--- src/rtl/tvs_pkg.sv ---
// Shared types, constants and waveform/envelope helper functions of the sound generator.
package tvs_pkg;

  typedef struct packed {
    logic [1:0] req_type;
    logic [4:0] reg_addr;
    logic [7:0] write_data;
  } item_t;

  localparam logic [1:0] REQ_READ     = 2'd0;
  localparam logic [1:0] REQ_WRITE    = 2'd1;
  localparam logic [1:0] REQ_TICK     = 2'd2;
  localparam logic [1:0] REQ_RESERVED = 2'd3;

  localparam int NumRegs = 25;
  localparam int NumVoices = 3;

  localparam logic [4:0] ADDR_VOLUME = 5'd24;
  localparam logic [4:0] ADDR_POT_X  = 5'd25;
  localparam logic [4:0] ADDR_POT_Y  = 5'd26;
  localparam logic [4:0] ADDR_OSC3   = 5'd27;
  localparam logic [4:0] ADDR_ENV3   = 5'd28;

  localparam logic [1:0] PH_ATTACK  = 2'd0;
  localparam logic [1:0] PH_DECAY   = 2'd1;
  localparam logic [1:0] PH_RELEASE = 2'd2;

  // The scaled mix is mix * volume * 4681 / 6712875, taken as a product with a
  // rounded-up constant 4681 * 2^49 / 6712875 that is exact over the whole input range.
  localparam logic [38:0] MIX_RECIP = 39'(((64'd4681 << 49) / 64'd6712875) + 64'd1);
  localparam logic [18:0] MIX_RECIP_HI = MIX_RECIP[38:20];
  localparam logic [19:0] MIX_RECIP_LO = MIX_RECIP[19:0];

  function automatic logic [14:0] rate_period(input logic [3:0] rate);
    logic [14:0] p;
    unique case (rate)
      4'd0:  p = 15'd9;
      4'd1:  p = 15'd32;
      4'd2:  p = 15'd63;
      4'd3:  p = 15'd95;
      4'd4:  p = 15'd149;
      4'd5:  p = 15'd220;
      4'd6:  p = 15'd267;
      4'd7:  p = 15'd313;
      4'd8:  p = 15'd392;
      4'd9:  p = 15'd977;
      4'd10: p = 15'd1954;
      4'd11: p = 15'd3126;
      4'd12: p = 15'd3906;
      4'd13: p = 15'd11720;
      4'd14: p = 15'd19531;
      default: p = 15'd31251;
    endcase
    return p;
  endfunction

  function automatic logic [4:0] exp_divisor(input logic [7:0] lvl);
    logic [4:0] d;
    priority if (lvl > 8'd93) d = 5'd1;
    else if (lvl > 8'd53) d = 5'd2;
    else if (lvl > 8'd25) d = 5'd4;
    else if (lvl > 8'd13) d = 5'd8;
    else if (lvl > 8'd5) d = 5'd16;
    else d = 5'd30;
    return d;
  endfunction

  function automatic logic [11:0] voice_wave(input logic [7:0] ctl, input logic [23:0] acc,
                                             input logic src_msb, input logic [11:0] pw,
                                             input logic [22:0] noise);
    logic [11:0] w;
    logic [23:0] t;
    logic msb;
    logic any;
    w = 12'hFFF;
    any = 1'b0;
    msb = ctl[2] ? src_msb : acc[23];
    t = msb ? ~acc : acc;
    if (ctl[5]) begin
      w = w & acc[23:12];
      any = 1'b1;
    end
    if (ctl[4]) begin
      w = w & t[22:11];
      any = 1'b1;
    end
    if (ctl[6]) begin
      w = w & ((acc[23:12] >= pw) ? 12'hFFF : 12'h000);
      any = 1'b1;
    end
    if (ctl[7]) begin
      w = w & {noise[22:15], 4'b0000};
      any = 1'b1;
    end
    return any ? w : 12'h000;
  endfunction

endpackage

--- src/rtl/three_voice_sound_synth.sv ---
// Each accepted word is fetched from the input queue and executed, then the three voices are
// mixed in turn and the mix is scaled by volume with a reciprocal product before the result word
// is offered; the core takes a new word only after the last result word has been taken.
// The input queue keeps accepting words while it has room, as the core works or waits on out_ready.
// Synchronous active-high reset clears the register file, accumulators and envelopes;
// noise registers reset to all ones and envelopes to release.
module three_voice_sound_synth #(
  parameter int QUEUE_DEPTH = 2
) (
  input  logic        clk,
  input  logic        rst,
  input  logic        in_valid,
  output logic        in_ready,
  input  logic [1:0]  req_type,
  input  logic [4:0]  reg_addr,
  input  logic [7:0]  write_data,
  output logic        out_valid,
  input  logic        out_ready,
  output logic [7:0]  read_data,
  output logic [14:0] audio_sample
);

  tvs_pkg::item_t in_item;
  tvs_pkg::item_t q_item;
  logic q_valid;
  logic q_pop;

  assign in_item.req_type = req_type;
  assign in_item.reg_addr = reg_addr;
  assign in_item.write_data = write_data;

  tvs_front #(.Depth(QUEUE_DEPTH)) u_front (
    .clk      (clk),
    .rst      (rst),
    .in_valid (in_valid),
    .in_ready (in_ready),
    .in_item  (in_item),
    .q_valid  (q_valid),
    .q_item   (q_item),
    .q_pop    (q_pop)
  );

  tvs_core u_core (
    .clk          (clk),
    .rst          (rst),
    .q_valid      (q_valid),
    .q_item       (q_item),
    .q_pop        (q_pop),
    .out_valid    (out_valid),
    .out_ready    (out_ready),
    .read_data    (read_data),
    .audio_sample (audio_sample)
  );

endmodule

--- src/rtl/tvs_front.sv ---
// Input queue that accepts request words and holds them for the execution core.
module tvs_front #(
  parameter int Depth = 2
) (
  input  logic                clk,
  input  logic                rst,
  input  logic                in_valid,
  output logic                in_ready,
  input  tvs_pkg::item_t      in_item,
  output logic                q_valid,
  output tvs_pkg::item_t      q_item,
  input  logic                q_pop
);

  localparam int PtrW = (Depth > 1) ? $clog2(Depth) : 1;
  localparam int CntW = $clog2(Depth + 1);

  tvs_pkg::item_t mem [Depth];
  logic [PtrW-1:0] wr_ptr;
  logic [PtrW-1:0] rd_ptr;
  logic [CntW-1:0] count;
  logic push;
  logic pop;

  assign in_ready = (count != CntW'(Depth));
  assign q_valid = (count != '0);
  assign q_item = mem[rd_ptr];
  assign push = in_valid && in_ready;
  assign pop = q_pop && q_valid;

  always_ff @(posedge clk) begin
    if (push) begin
      mem[wr_ptr] <= in_item;
    end
  end

  always_ff @(posedge clk) begin
    if (rst) begin
      wr_ptr <= '0;
      rd_ptr <= '0;
      count <= '0;
    end else begin
      if (push) begin
        wr_ptr <= (wr_ptr == PtrW'(Depth - 1)) ? '0 : wr_ptr + 1'b1;
      end
      if (pop) begin
        rd_ptr <= (rd_ptr == PtrW'(Depth - 1)) ? '0 : rd_ptr + 1'b1;
      end
      if (push && !pop) begin
        count <= count + 1'b1;
      end else if (pop && !push) begin
        count <= count - 1'b1;
      end
    end
  end

endmodule

--- src/rtl/tvs_core.sv ---
// Execution core: register file, oscillators, envelopes, mixer and output scaling.
module tvs_core (
  input  logic           clk,
  input  logic           rst,
  input  logic           q_valid,
  input  tvs_pkg::item_t q_item,
  output logic           q_pop,
  output logic           out_valid,
  input  logic           out_ready,
  output logic [7:0]     read_data,
  output logic [14:0]    audio_sample
);

  typedef enum logic [5:0] {
    S_IDLE  = 6'b000001,
    S_EXEC  = 6'b000010,
    S_MIX   = 6'b000100,
    S_SCALE = 6'b001000,
    S_DIV   = 6'b010000,
    S_OUT   = 6'b100000
  } state_t;

  state_t state;
  tvs_pkg::item_t cur;

  logic [7:0]  regs  [tvs_pkg::NumRegs];
  logic [23:0] acc   [tvs_pkg::NumVoices];
  logic [22:0] noise [tvs_pkg::NumVoices];
  logic [7:0]  lvl   [tvs_pkg::NumVoices];
  logic [1:0]  ph    [tvs_pkg::NumVoices];
  logic [14:0] rc    [tvs_pkg::NumVoices];
  logic [4:0]  ec    [tvs_pkg::NumVoices];
  logic        gate  [tvs_pkg::NumVoices];

  logic [23:0] acc_add   [tvs_pkg::NumVoices];
  logic [23:0] acc_next  [tvs_pkg::NumVoices];
  logic [22:0] noise_next [tvs_pkg::NumVoices];
  logic [7:0]  lvl_next  [tvs_pkg::NumVoices];
  logic [1:0]  ph_next   [tvs_pkg::NumVoices];
  logic [14:0] rc_next   [tvs_pkg::NumVoices];
  logic [4:0]  ec_next   [tvs_pkg::NumVoices];

  logic [1:0]  vc;
  logic [21:0] mix;
  logic        step;
  logic [7:0]  rd_value;
  logic [11:0] mix_wave;
  logic [7:0]  mix_lvl;
  logic [19:0] mix_prod;
  logic [25:0] scaled_x;
  logic [25:0] scaled_x_next;
  logic [44:0] prod_hi;
  logic [45:0] prod_lo;
  logic [44:0] prod_hi_next;
  logic [45:0] prod_lo_next;
  logic [45:0] recip_sum;

  always_comb begin
    for (int v = 0; v < tvs_pkg::NumVoices; v++) begin
      acc_add[v] = regs[v*7+4][3] ? 24'd0 : acc[v] + {8'd0, regs[v*7+1], regs[v*7]};
    end
    acc_next[0] = (regs[4][1] && !acc[2][23] && acc_add[2][23]) ? 24'd0 : acc_add[0];
    acc_next[1] = (regs[11][1] && !acc[0][23] && acc_next[0][23]) ? 24'd0 : acc_add[1];
    acc_next[2] = (regs[18][1] && !acc[1][23] && acc_next[1][23]) ? 24'd0 : acc_add[2];
    for (int v = 0; v < tvs_pkg::NumVoices; v++) begin
      if (regs[v*7+4][3]) begin
        noise_next[v] = 23'h7FFFFF;
      end else if (!acc[v][19] && acc_next[v][19]) begin
        noise_next[v] = {noise[v][21:0], noise[v][22] ^ noise[v][17]};
      end else begin
        noise_next[v] = noise[v];
      end
    end
  end

  always_comb begin
    logic [3:0]  rate  [tvs_pkg::NumVoices];
    logic [7:0]  sus   [tvs_pkg::NumVoices];
    logic [14:0] rcinc [tvs_pkg::NumVoices];
    logic [4:0]  ecinc [tvs_pkg::NumVoices];
    for (int v = 0; v < tvs_pkg::NumVoices; v++) begin
      if (ph[v] == tvs_pkg::PH_ATTACK) begin
        rate[v] = regs[v*7+5][7:4];
      end else if (ph[v] == tvs_pkg::PH_DECAY) begin
        rate[v] = regs[v*7+5][3:0];
      end else begin
        rate[v] = regs[v*7+6][3:0];
      end
      sus[v] = {regs[v*7+6][7:4], regs[v*7+6][7:4]};
      rcinc[v] = rc[v] + 1'b1;
      ecinc[v] = ec[v] + 1'b1;
      lvl_next[v] = lvl[v];
      ph_next[v] = ph[v];
      ec_next[v] = ec[v];
      rc_next[v] = rcinc[v];
      if (rcinc[v] >= tvs_pkg::rate_period(rate[v])) begin
        rc_next[v] = '0;
        if (ph[v] == tvs_pkg::PH_ATTACK) begin
          if (lvl[v] != 8'hFF) begin
            lvl_next[v] = lvl[v] + 1'b1;
          end
          if (lvl_next[v] == 8'hFF) begin
            ph_next[v] = tvs_pkg::PH_DECAY;
          end
        end else if (ecinc[v] < tvs_pkg::exp_divisor(lvl[v])) begin
          ec_next[v] = ecinc[v];
        end else begin
          ec_next[v] = '0;
          if (ph[v] == tvs_pkg::PH_DECAY) begin
            if (lvl[v] > sus[v]) begin
              lvl_next[v] = lvl[v] - 1'b1;
            end
          end else if (lvl[v] != 8'd0) begin
            lvl_next[v] = lvl[v] - 1'b1;
          end
        end
      end
    end
  end

  always_comb begin
    logic [11:0] osc3;
    osc3 = tvs_pkg::voice_wave(regs[18], acc[2], acc[1][23], {regs[17][3:0], regs[16]}, noise[2]);
    rd_value = 8'd0;
    if (cur.req_type == tvs_pkg::REQ_READ) begin
      priority if (cur.reg_addr == tvs_pkg::ADDR_POT_X || cur.reg_addr == tvs_pkg::ADDR_POT_Y) begin
        rd_value = 8'hFF;
      end else if (cur.reg_addr == tvs_pkg::ADDR_OSC3) begin
        rd_value = osc3[11:4];
      end else if (cur.reg_addr == tvs_pkg::ADDR_ENV3) begin
        rd_value = lvl[2];
      end else if (cur.reg_addr > tvs_pkg::ADDR_ENV3) begin
        rd_value = 8'd0;
      end else begin
        rd_value = regs[cur.reg_addr];
      end
    end
  end

  always_comb begin
    unique case (vc)
      2'd0: begin
        mix_wave = tvs_pkg::voice_wave(regs[4], acc[0], acc[2][23], {regs[3][3:0], regs[2]},
                                       noise[0]);
        mix_lvl = lvl[0];
      end
      2'd1: begin
        mix_wave = tvs_pkg::voice_wave(regs[11], acc[1], acc[0][23], {regs[10][3:0], regs[9]},
                                       noise[1]);
        mix_lvl = lvl[1];
      end
      default: begin
        mix_wave = tvs_pkg::voice_wave(regs[18], acc[2], acc[1][23], {regs[17][3:0], regs[16]},
                                       noise[2]);
        mix_lvl = (regs[tvs_pkg::ADDR_VOLUME][7]) ? 8'd0 : lvl[2];
      end
    endcase
    mix_prod = mix_wave * mix_lvl;
    scaled_x_next = mix * regs[tvs_pkg::ADDR_VOLUME][3:0];
    prod_hi_next = scaled_x * tvs_pkg::MIX_RECIP_HI;
    prod_lo_next = scaled_x * tvs_pkg::MIX_RECIP_LO;
    recip_sum = {1'b0, prod_hi} + {20'd0, prod_lo[45:20]};
  end

  assign q_pop = (state == S_IDLE);
  assign out_valid = (state == S_OUT);

  always_ff @(posedge clk) begin
    if (rst) begin
      state <= S_IDLE;
      for (int i = 0; i < tvs_pkg::NumRegs; i++) begin
        regs[i] <= 8'd0;
      end
      for (int v = 0; v < tvs_pkg::NumVoices; v++) begin
        acc[v] <= '0;
        noise[v] <= 23'h7FFFFF;
        lvl[v] <= '0;
        ph[v] <= tvs_pkg::PH_RELEASE;
        rc[v] <= '0;
        ec[v] <= '0;
        gate[v] <= 1'b0;
      end
    end else begin
      unique case (state)
        S_IDLE: begin
          if (q_valid) begin
            cur <= q_item;
            state <= S_EXEC;
          end
        end
        S_EXEC: begin
          read_data <= rd_value;
          if (cur.req_type == tvs_pkg::REQ_WRITE && cur.reg_addr <= tvs_pkg::ADDR_VOLUME) begin
            regs[cur.reg_addr] <= cur.write_data;
            for (int v = 0; v < tvs_pkg::NumVoices; v++) begin
              if (cur.reg_addr == 5'(v*7+4)) begin
                if (cur.write_data[0] && !gate[v]) begin
                  ph[v] <= tvs_pkg::PH_ATTACK;
                end else if (!cur.write_data[0] && gate[v]) begin
                  ph[v] <= tvs_pkg::PH_RELEASE;
                end
                gate[v] <= cur.write_data[0];
                if (cur.write_data[3]) begin
                  acc[v] <= '0;
                  noise[v] <= 23'h7FFFFF;
                end
              end
            end
          end else if (cur.req_type == tvs_pkg::REQ_TICK) begin
            for (int v = 0; v < tvs_pkg::NumVoices; v++) begin
              acc[v] <= acc_next[v];
              noise[v] <= noise_next[v];
              lvl[v] <= lvl_next[v];
              ph[v] <= ph_next[v];
              rc[v] <= rc_next[v];
              ec[v] <= ec_next[v];
            end
          end
          vc <= 2'd0;
          mix <= '0;
          state <= S_MIX;
        end
        S_MIX: begin
          mix <= mix + {2'd0, mix_prod};
          vc <= vc + 1'b1;
          if (vc == 2'd2) begin
            state <= S_SCALE;
          end
        end
        S_SCALE: begin
          scaled_x <= scaled_x_next;
          step <= 1'b0;
          state <= S_DIV;
        end
        S_DIV: begin
          if (!step) begin
            prod_hi <= prod_hi_next;
            prod_lo <= prod_lo_next;
            step <= 1'b1;
          end else begin
            audio_sample <= recip_sum[43:29];
            state <= S_OUT;
          end
        end
        S_OUT: begin
          if (out_ready) begin
            state <= S_IDLE;
          end
        end
        default: state <= S_IDLE;
      endcase
    end
  end

endmodule

--- config.mk ---
export PLATFORM = sky130hd
export DESIGN_NAME = three_voice_sound_synth
export DESIGN_NICKNAME = d
export VERILOG_FILES = /design/src/rtl/tvs_pkg.sv /design/src/rtl/three_voice_sound_synth.sv /design/src/rtl/tvs_front.sv /design/src/rtl/tvs_core.sv
export SDC_FILE = /design/constraint.sdc
export NUM_CORES = 2
export LEC_CHECK = 0
export CORE_MARGIN = 2
export CORE_UTILIZATION = 45
export DETAILED_ROUTE_END_ITERATION = 10
export DONT_BUFFER_PORTS = 1
export PLACE_DENSITY_LB_ADDON = 0.2
export RECOVER_POWER = 25
export SETUP_SLACK_MARGIN = 0.3
export SKIP_LAST_GASP = 1
export SYNTH_ARGS = -nofsm -noshare
export SYNTH_HDL_FRONTEND = slang
export SYNTH_SLANG_ARGS = --single-unit
--- constraint.sdc ---
create_clock -name clk -period 7.4 [get_ports clk]
set_input_delay 1.85 -clock clk [delete_from_list [all_inputs] [get_ports clk]]
set_output_delay 1.85 -clock clk [all_outputs]
set_load 0.05 [all_outputs]
==> flow_summary.json <==
{
  "status": "finished with violations",
  "violations": "max-capacitance violations, max-slew violations",
  "synthFlopType": "edfxtp_1",
  "avgSynthCellArea_um2": 10.6,
  "clockBufferDepth": 3,
  "die_x_um": 353,
  "die_height_um": 353,
  "cts.reportedPaths.clkPinSlew_ns": 0.06,
  "hold_class": "register to register",
  "min_period_over_period": 0.923,
  "insertion_delay_ns": 0.68,
  "max_freq_mhz": 146,
  "initial_core_util": 0.452,
  "rsz0062_at_grt": "false",
  "drt-initial-drc-count": 2798,
  "ant_nets": 0,
  "hold_buffers": 0,
  "grt_antenna_before_repair": 1,
  "max_cap_violations": 10,
  "critPathMaxFanout": 12,
  "pin_count": 44,
  "drt-wirelength-per-cell_um": 20.4,
  "fin_crit_ns": 6.83,
  "tns_ns": 0,
  "path_class": "register to register",
  "cts_buffers": 78,
  "mappedNetlistArea_um2": 54800,
  "grt_use_total": 0.226,
  "drtPass1Iterations": 10,
  "vias_per_cell": 5.49,
  "routed_wl_mm": 141,
  "nets": 6223,
  "cts.sinks": 645,
  "root_buffer": "clkbuf_16",
  "dpl.hpwl_mm": 109,
  "htreeDepth": 3,
  "core_area_um2": 121000,
  "cp-end-kind": "register",
  "arrival_ns": 7.23,
  "clock-skew-final_ns": 0.0437,
  "synth.ff_latch_count": 645,
  "vias": 38000,
  "async_reset_ff_frac": 0,
  "yosysSeqAreaShare": 0.351,
  "slew_headroom": -0.821,
  "cp_data_required_time_ns": 7.80,
  "grt.overflow.total": 0,
  "finalMaxSlewViolations": 292,
  "power_density_nw_per_um2": 187,
  "fin_area_um2": 59900,
  "placed_area_um2": 57000,
  "critPathLaunchType": "register",
  "drive_above_1_share": 0.0741,
  "peakVddDrop_v": 0.000202,
  "drc_errors": 0,
  "yosysTopAreaCellShare": 0.348,
  "grt_pass1_vias": 38100,
  "yosysTopAreaCell": "edfxtp_1",
  "fp-row-count": 128,
  "grt_first_pass_wirelength_mm": 221,
  "numPortBuffers": 0,
  "synthesis.instances": 5195,
  "worst_slew_pin_slew_ns": 2.73,
  "place_congestion": 0.912,
  "fill_cells": 11200,
  "hold_viol": 0,
  "grt_max_degree": 61,
  "cts_tree": "built",
  "area_growth_pct": 9.26,
  "dieArea_um2": 125000,
  "synth_edf_count": 635,
  "yosys_warnings": 0,
  "synth_cell_types": 85,
  "p_leak_nw": 25.6,
  "synthTopCellsByArea": "edfxtp_1, fa_1, ha_1",
  "finalSetupViolations": 0
}
-- critical path, cell delays in order (launching register included) --
cell and delay, ns:
edfxtp_1 0.49, mux2i_1 0.18, buf_4 0.25, xnor2_1 0.09
a222oi_1 0.45, nand3_1 0.28, o211a_4 0.35, or2_2 0.29
fa_1 0.54, inv_1 0.05, fa_1 0.50, inv_1 0.05
fa_1 0.47, fa_1 0.54, inv_1 0.04, ha_2 0.31
a2111oi_4 0.41, nor3_2 0.11, o31ai_2 0.36, o21a_1 0.19
nor2_1 0.06, or3_1 0.35, and3_1 0.17
-- cell type report --
| cell class | instances | area (µm²) | area share |
|---|---|---|---|
| Tap cell | 1625 | 2030 | 0.0339 |
| Clock inverter | 56 | 830 | 0.0138 |
| Clock buffer | 88 | 1990 | 0.0332 |
| Timing Repair Buffer | 113 | 774 | 0.0129 |
| Antenna cell | 2 | 5.00 | 0.0000835 |
| Multi-Input combinational cell | 3715 | 32500 | 0.542 |
| Sequential cell | 645 | 19300 | 0.322 |
| Inverter | 674 | 2530 | 0.0422 |
-- logic make-up after synthesis --
family,after synthesis,share of synthesized area
AND/OR/NAND/NOR,1554,0.143
multiplexers,98,0.0302
buffers and inverters,849,0.0592
adder cells (fa/ha/maj),977,0.275
XOR/XNOR,274,0.0438
other,1,0.0000684
AO/OA/AOI/OAI,797,0.0968
flip-flops,645,0.351
-- metal layers --
layer	GRT usage	share of wire	vias up	wire, µm
li1	-	-	18100	-
met1	0.302	0.44	18700	61800
met2	0.382	0.48	942	67000
met3	0.0292	0.050	252	7070
met4	0.0769	0.035	2	4950
met5	0	0.000092	-	13
-- where the power goes --
part	leakage [nW]	internal [mW]	switching [mW]
Sequential	6.16	4.21	0.184
Combinational	18.0	1.01	1.56
Clock	1.36	2.56	1.69
-- registers in the layout, summed over array words and instances, names as in the netlist --
register             cells
u_front.mem             30
u_core.read_data         8
u_core.state             6
u_core.ec               15
u_core.gate              3
u_core.scaled_x         26
u_core.ph                6
u_core.acc              72
u_front.wr_ptr           1
u_front.count            2
u_core.noise            69
u_core.step              1
u_core.lvl              24
u_core.prod_hi          44
u_front.rd_ptr           1
u_core.rc               45
u_core.audio_sample     15
u_core.vc                2
u_core.regs            215
u_core.mix              22
u_core.cur              15
u_core.prod_lo          23
-- timing repair --
item / in CTS / in global routing
hold endpoints to repair: 0 / 0
pin swaps: 1 / 14
resized for setup: 3 / 19
gates cloned: 0 / 0
buffers inserted: 0 / 21
endpoints found under the setup margin: 1 / 6
-- placed cells by master, fill, tap and decap left out, types with 11 or more instances in the layout --
| cell type | instances |
|---|---|
| edfxtp_1 | 635 |
| nor3_1 | 100 |
| or3_1 | 68 |
| a22oi_1 | 16 |
| a31oi_1 | 33 |
| a222oi_1 | 30 |
| inv_1 | 668 |
| conb_1 | 15 |
| xor2_1 | 94 |
| nand4_1 | 28 |
| clkinv_1 | 11 |
| o21ai_0 | 153 |
| a211oi_1 | 32 |
| bufinv_16 | 17 |
| clkinv_2 | 14 |
| nor4_1 | 14 |
| or2_2 | 57 |
| clkbuf_1 | 34 |
| nand2b_1 | 59 |
| ha_1 | 592 |
| nor3b_1 | 16 |
| nor2b_1 | 96 |
| o211ai_1 | 23 |
| o31ai_1 | 17 |
| clkbuf_16 | 78 |
| nand2_1 | 303 |
| fa_1 | 384 |
| mux2i_1 | 26 |
| o21bai_1 | 23 |
| o21a_1 | 47 |
| mux2_2 | 19 |
| nor2_1 | 367 |
| and2_1 | 230 |
| xnor2_1 | 180 |
| a21o_1 | 90 |
| mux4_2 | 52 |
| and3_1 | 50 |
| a21oi_1 | 216 |
| buf_4 | 87 |
| nand3_1 | 124 |
-- cell usage after synthesis (all sizes together), types with 124 or more instances --
cell type / instances
nor2: 371
o21ai: 157
xnor2: 180
clkbuf: 133
nand2: 305
a21oi: 219
nand3: 124
edfxtp: 635
ha: 593
fa: 384
inv: 671
and2: 237
-- per-stage QoR --
step	total power [mW]	utilization	worst slack, ns	std cells	hold WS (ns)
after detailed placement	7.00	0.469	0.254	6751	0.488
final	11.2	0.494	0.567	6918	0.497
after global routing	11.7	0.493	0.274	6916	0.507
after CTS	11.3	0.493	0.363	6895	0.502
after global placement	6.97	0.469	0.312	6751	0.483
after floorplan	6.26	-	0.563	5209	0.481
-- worst paths after layout --
| kind | startpoint | slack [ns] | to | cells after the start |
|---|---|---|---|---|
| hold reg to reg | u_core.noise[0][8] | 0.50 | u_core.noise[0][9] | 1 |
| setup reg to reg | u_core.acc[0][47] | 0.57 | u_core.mix[18] | 22 |
| setup / recovery | u_core.acc[0][47] | 0.57 | u_core.mix[18] | 22 |
| hold / removal | u_core.noise[0][8] | 0.50 | u_core.noise[0][9] | 1 |
No activity file was read; power rests on OpenSTA's default activity.
